$ cat src/mrc_pkg.sv
`timescale 1ns / 1ps

package mrc_pkg;

  localparam int unsigned MaxRegsDefault = 64;
  localparam int unsigned CrcSteps       = 8;
  localparam int unsigned CfgAddrW       = 4;
  localparam int unsigned CfgDataW       = 32;

  localparam logic [15:0] CrcInit = 16'hFFFF;
  localparam logic [15:0] CrcPoly = 16'hA001;

  localparam logic [7:0] FcReadHolding = 8'h03;
  localparam logic [7:0] FcReadInput   = 8'h04;

  localparam logic [8:0] ReadMinLen = 9'd5;
  localparam logic [8:0] EchoLen    = 9'd8;

  typedef enum logic [1:0] {
    FN_BYTE    = 2'd0,
    FN_TIMEOUT = 2'd1,
    FN_BEGIN   = 2'd2
  } func_e;

  typedef enum logic [2:0] {
    STAT_OK      = 3'd0,
    STAT_TIMEOUT = 3'd1,
    STAT_FAIL    = 3'd2,
    STAT_SIZE    = 3'd3,
    STAT_CRC     = 3'd4
  } status_e;

  typedef enum logic [1:0] {
    REG_SLAVE = 2'd0,
    REG_FUNC  = 2'd1,
    REG_COUNT = 2'd2
  } cfg_reg_e;

  typedef enum logic [2:0] {
    S_WAIT,
    S_CRC,
    S_CHECK,
    S_READ,
    S_EMIT
  } ctrl_state_e;

  typedef struct packed {
    logic [1:0] func;
    logic [7:0] rx_byte;
  } in_item_t;

  typedef struct packed {
    logic [2:0]  status;
    logic [15:0] reg_value;
    logic [5:0]  reg_index;
    logic        last;
  } out_item_t;

  typedef struct packed {
    logic init;
    logic load;
  } crc_ctl_t;

endpackage

$ cat src/mrc_crc.sv
`timescale 1ns / 1ps

module mrc_crc (
  input  logic              clk_i,
  input  logic              rst_ni,
  input  mrc_pkg::crc_ctl_t ctl_i,
  input  logic [7:0]        byte_i,
  output logic [15:0]       crc_o,
  output logic              busy_o
);

  localparam int unsigned CntW = $clog2(mrc_pkg::CrcSteps + 1);

  logic [15:0]     crc_q, crc_d;
  logic [CntW-1:0] cnt_q, cnt_d;

  always_comb begin
    crc_d = crc_q;
    cnt_d = cnt_q;
    if (ctl_i.init) begin
      crc_d = mrc_pkg::CrcInit;
      cnt_d = '0;
    end else if (ctl_i.load) begin
      crc_d = crc_q ^ {8'h00, byte_i};
      cnt_d = CntW'(mrc_pkg::CrcSteps);
    end else if (cnt_q != '0) begin
      // one reflected shift per cycle
      crc_d = crc_q[0] ? ((crc_q >> 1) ^ mrc_pkg::CrcPoly) : (crc_q >> 1);
      cnt_d = cnt_q - CntW'(1);
    end
  end

  always_ff @(posedge clk_i or negedge rst_ni) begin
    if (!rst_ni) begin
      crc_q <= mrc_pkg::CrcInit;
      cnt_q <= '0;
    end else begin
      crc_q <= crc_d;
      cnt_q <= cnt_d;
    end
  end

  assign crc_o  = crc_q;
  assign busy_o = (cnt_q != '0);

endmodule

$ cat config.mk
export PLATFORM = sky130hd
export DESIGN_NAME = mrc_crc
export DESIGN_NICKNAME = d
export VERILOG_FILES = /design/src/mrc_pkg.sv /design/src/mrc_crc.sv
export SDC_FILE = /design/constraint.sdc
export NUM_CORES = 1
export LEC_CHECK = 0
export ABC_AREA = 1
export BUFFER_PORTS_ARGS = -buffer_cell sky130_fd_sc_hd__buf_4
export CORE_ASPECT_RATIO = 0.7
export CORE_MARGIN = 4
export CORE_UTILIZATION = 46
export DETAILED_ROUTE_END_ITERATION = 10
export PLACE_DENSITY = 0.74
export SYNTH_ARGS = -nofsm -noshare
export SYNTH_HDL_FRONTEND = slang
export SYNTH_SLANG_ARGS = --single-unit
$ cat constraint.sdc
create_clock -name clk_i -period 1.2 [get_ports clk_i]
set_input_delay 0.24 -clock clk_i [delete_from_list [all_inputs] [get_ports clk_i]]
set_output_delay 0.24 -clock clk_i [all_outputs]
set_load 0.02 [all_outputs]
; Word-level counts from Yosys, hierarchy flattened
; Cells that the tools add are included.
[word_totals]
reg_bits = 20
input_bits = 12
output_inout_bits = 17
wordCells = 14
[op_classes]
add_sub_neg = 1
muxes = 7
n_bitwise = 2
reduce_logical = 2
[op_table]
columns = operator, n
row1 = $mux 16, 4
row2 = $xor 16x8->16, 1
row3 = $mux 4, 3
row4 = $reduce_bool 4->1, 1
row5 = $sub 4x1->4 const B, 1
row6 = $not 2->3, 1
row7 = $reduce_bool 3->1, 1

; Depth between registers and ports, before layout
[logic_depth]
ltp_word = 5
mapped_depth = 8
ltp_nobuf = 7

; Worst setup path after synthesis
; OpenSTA, ideal clock, no wires.
[synth_timing]
path_kind = register to register
startpoint = register cnt_q[0]
endpoint = register crc_q[15], in the netlist crc_o[15]
setup_ns = 0.073
arrival_time_ns = 1.151
t_required_ns = 1.127
setup_slack_ns = -0.024
stages_incl_launch_ff = 7
n_path_buf = 0
synth_period_minus_slack_ns = 1.224
cell_sequence = dfrtp_1 > inv_1 > ha_1 > nand2_1 > nand2_4 > nor2_1 > a21oi_1
[synth_between]
elab_chain_cells = 2
[synth_rtl]
columns = item, line
row1 = start: declaration, mrc_crc.sv:15  ; logic [CntW-1:0] cnt_q, cnt_d;
row2 = start signal: assignment, mrc_crc.sv:39  ; cnt_q <= cnt_d;
row3 = $reduce_bool 4->1, -
row4 = named net busy_o, mrc_crc.sv:9  ; output logic busy_o
row5 = $reduce_bool 3->1 (no line), -
row6 = end signal: assignment, mrc_crc.sv:35  ; crc_q <= mrc_pkg::CrcInit;
row7 = end signal: assignment, mrc_crc.sv:38  ; crc_q <= crc_d;
row8 = end: declaration, mrc_crc.sv:14  ; logic [15:0] crc_q, crc_d;
; The timed path passes the listed nets, and every way through them passes these cells.
; A chain may end at the register's enable or synchronous reset.

; Worst setup path in the final report
[layout_timing]
startpoint = register cnt_q[1]
endpoint = output port busy_o
[layout_between]
elab_chain_cells = 1
[layout_rtl]
columns = item, line
row1 = $reduce_bool 4->1, mrc_crc.sv:44  ; assign busy_o = (cnt_q != '0);
row2 = end: declaration, mrc_crc.sv:9
; Every way passes these cells.

==> results.sh <==
export IMPL_layout_drive_gt1_share_pct=43.43
export IMPL_fp_dieW_um=66.48
export IMPL_antenna_found_initial=0
export IMPL_yosys_area_top_type="dfstp_2"
export IMPL_dr_pass1_iters=5
export IMPL_vias_per_cell=4.843
export IMPL_dieArea_mm2=0.003253
export IMPL_start_util_pct=49.89
export IMPL_path_clk_slew_ns=0.13
export IMPL_die_h_um=48.94
export IMPL_wl_per_cell_um=13.07
export IMPL_hold_slack_ns=0.2018
export IMPL_hold_start="ctl_i[1]"
export IMPL_clock_latency_ns=0.32
export IMPL_diodes=0
export IMPL_power_density_mw_per_mm2=1749
export IMPL_cts_inserted_buffers=3
export IMPL_area_growth_pct=53.30
export IMPL_power_mw=2.953
export IMPL_gr_total_overflow=0
export IMPL_io_buffers=28
export IMPL_synth_cells=141
export IMPL_worst_slack_ns=-0.1596
export IMPL_violations="setup timing"
export IMPL_ys_seq_area_share_pct=47.27
export IMPL_layout_common_cells="37 x buf_4, 30 x nand2_1, 29 x inv_1"
export IMPL_status="finished, violations left"
export IMPL_drc=0
export IMPL_core_mm2=0.002207
export IMPL_setup_viol=36
export IMPL_drv_slew=0
export IMPL_layout_min_cycle_time_ns=1.360
export IMPL_cap_violations=0
export IMPL_num_rows=14
export IMPL_hold_viol_final=0
export IMPL_finalCritPeriodShare_pct=113.3
export IMPL_finClkSkew_ns=0.01839
export IMPL_vias=1114
export IMPL_fin_area_mm2=0.001688
export IMPL_dp_slack_ns=-0.07203
export IMPL_r2r_end="cnt_q[0]$_DFFE_PN0P_"
export IMPL_fin_util_pct=76.47
export IMPL_grt_pass1_vias=1059
export IMPL_tns_ns=-2.381
export IMPL_gp_congestion=0.8307
export IMPL_htree_levels=1
export IMPL_synth_top_area_share_pct=38.18
export IMPL_drt_first_iter_violations=66
export IMPL_ys_seq_elements=20
export IMPL_tightest_slew_ns=0.2946
export IMPL_critPathArrivalTime_ns=1.12
export IMPL_cts_root_buffer="clkbuf_4"
export IMPL_grt_max_degree=21
export IMPL_worstHoldPathType="in -> reg"
export IMPL_slew_headroom_pct=80.15
export IMPL_cts_tree="built"
export IMPL_placed_area_mm2=0.001378
export IMPL_r2r_start="cnt_q[1]$_DFFE_PN0P_"
export IMPL_power_leakage_nw=0.9279
export IMPL_dp_cells=206
export IMPL_finalNonFillerCells=230
export IMPL_cts_max_path_buffers=2
export IMPL_yosysWarnings=0
export IMPL_grt_pass1_wl_um=4719
export IMPL_synth_net_count=154
export IMPL_holdPathStages=3
export IMPL_ios=29
export IMPL_fmax_mhz=735.5
export IMPL_critical_path_class="reg -> out"
export IMPL_avgSynthCellArea_um2=7.809
export IMPL_synth_area_mm2=0.001101
export IMPL_min_to="crc_o[0]$_DFFE_PN1P_"
export IMPL_gr_usage_all_layers_pct=19.22
export IMPL_crit_fanout=2
export IMPL_ir_drop_uv=1471
export IMPL_final_common_cell="buf_4"
export IMPL_reg2regPathDepth=6
export IMPL_wirelength_um=3007
export IMPL_ant_nets=0
export IMPL_dpl_hpwl_um=1911
export IMPL_cts_sinks=20
export IMPL_rsz0062_at_grt="yes"
export IMPL_cp_required_ns=0.96
export IMPL_ys_top_cells_by_area="dfstp_2 38%, inv_1 11%, nand2_1 11%"
export IMPL_endpoint_kind="primary output"
export IMPL_critPathLaunchType="register"
export IMPL_reg2reg_slack_ns=-0.13
export IMPL_ys_types=20
export IMPL_fin_nets=212
[worst max-delay path by stage]
stage                              start                    end  slack, ns
floorplan           cnt_q[0]$_DFFE_PN0P_   cnt_q[3]$_DFFE_PN0P_       0.03
global placement    cnt_q[0]$_DFFE_PN0P_  crc_o[10]$_DFFE_PN1P_       0.02
detailed placement  cnt_q[1]$_DFFE_PN0P_   crc_o[0]$_DFFE_PN1P_      -0.07
CTS                 cnt_q[1]$_DFFE_PN0P_                 busy_o      -0.17
global route        cnt_q[0]$_DFFE_PN0P_                 busy_o      -0.21
finish              cnt_q[1]$_DFFE_PN0P_                 busy_o      -0.16
[cell usage after synthesis]
master / number
buf_6: 2
nand2_4: 2
nand2_1: 31
o21ai_1: 7
ha_1: 1
clkbuf_8: 1
inv_1: 31
nor2_4: 1
a21boi_0: 1
dfrtp_1: 4
nor2_2: 2
dfstp_2: 16
o22ai_1: 1
nand3b_1: 1
nand3_1: 17
nor2_1: 10
nand3_2: 1
a21oi_1: 10
o21ai_0: 1
xor2_1: 1
[where the power goes]
group,internal (mW),switching (mW),leakage [nW]
registers,0.864,0.106,0.221
logic,0.705,0.713,0.679
clock network,0.338,0.227,0.0279
total,1.91,1.05,0.928
[what timing repair did]
item / in CTS / in global routing
hold buffers: 1 / 0
endpoints found under the hold margin: 4 / 0
gates resized for setup: 24 / 3
pin swaps: 1 / 2
setup endpoints to repair: 36 / 37
setup buffers: 16 / 3
[per-layer routing]
metal,part of all wire [%],wire (um),vias to the layer above,track usage (%)
met5,0,0,-,0
met4,1.2,36,0,5.743
met3,6.7,202,4,5.300
met2,53,1579,45,34.43
met1,40,1189,517,21.93
li1,-,-,548,-
[critical path, stage by stage, from the launching register on]
cell     delay, ns
dfrtp_1       0.41
inv_2         0.09
ha_4          0.14
nand2_4       0.05
buf_6         0.13
[layout make-up]
class                           instances  area (um2)
Clock buffer                            3       22.52
Clock inverter                          1       30.03
Fill cell                             159       519.2
Inverter                               31       116.4
Multi-Input combinational cell         87       467.9
Sequential cell                        20       520.5
Tap cell                               32       40.04
Timing Repair Buffer                   56       490.5
[sequential cells by signal, indices dropped and copies added (netlist names)]
signal  cells
crc_o      16
cnt_q       4
[kinds of logic after synthesis]
logic type / share of synthesized area, %
simple gates: 27.50
buf+inv: 13.86
compound gates: 9.432
flops: 47.27
xor+xnor: 0.7956
fa+ha+maj: 1.136
Note: power is estimated with default switching activity, not from simulation.
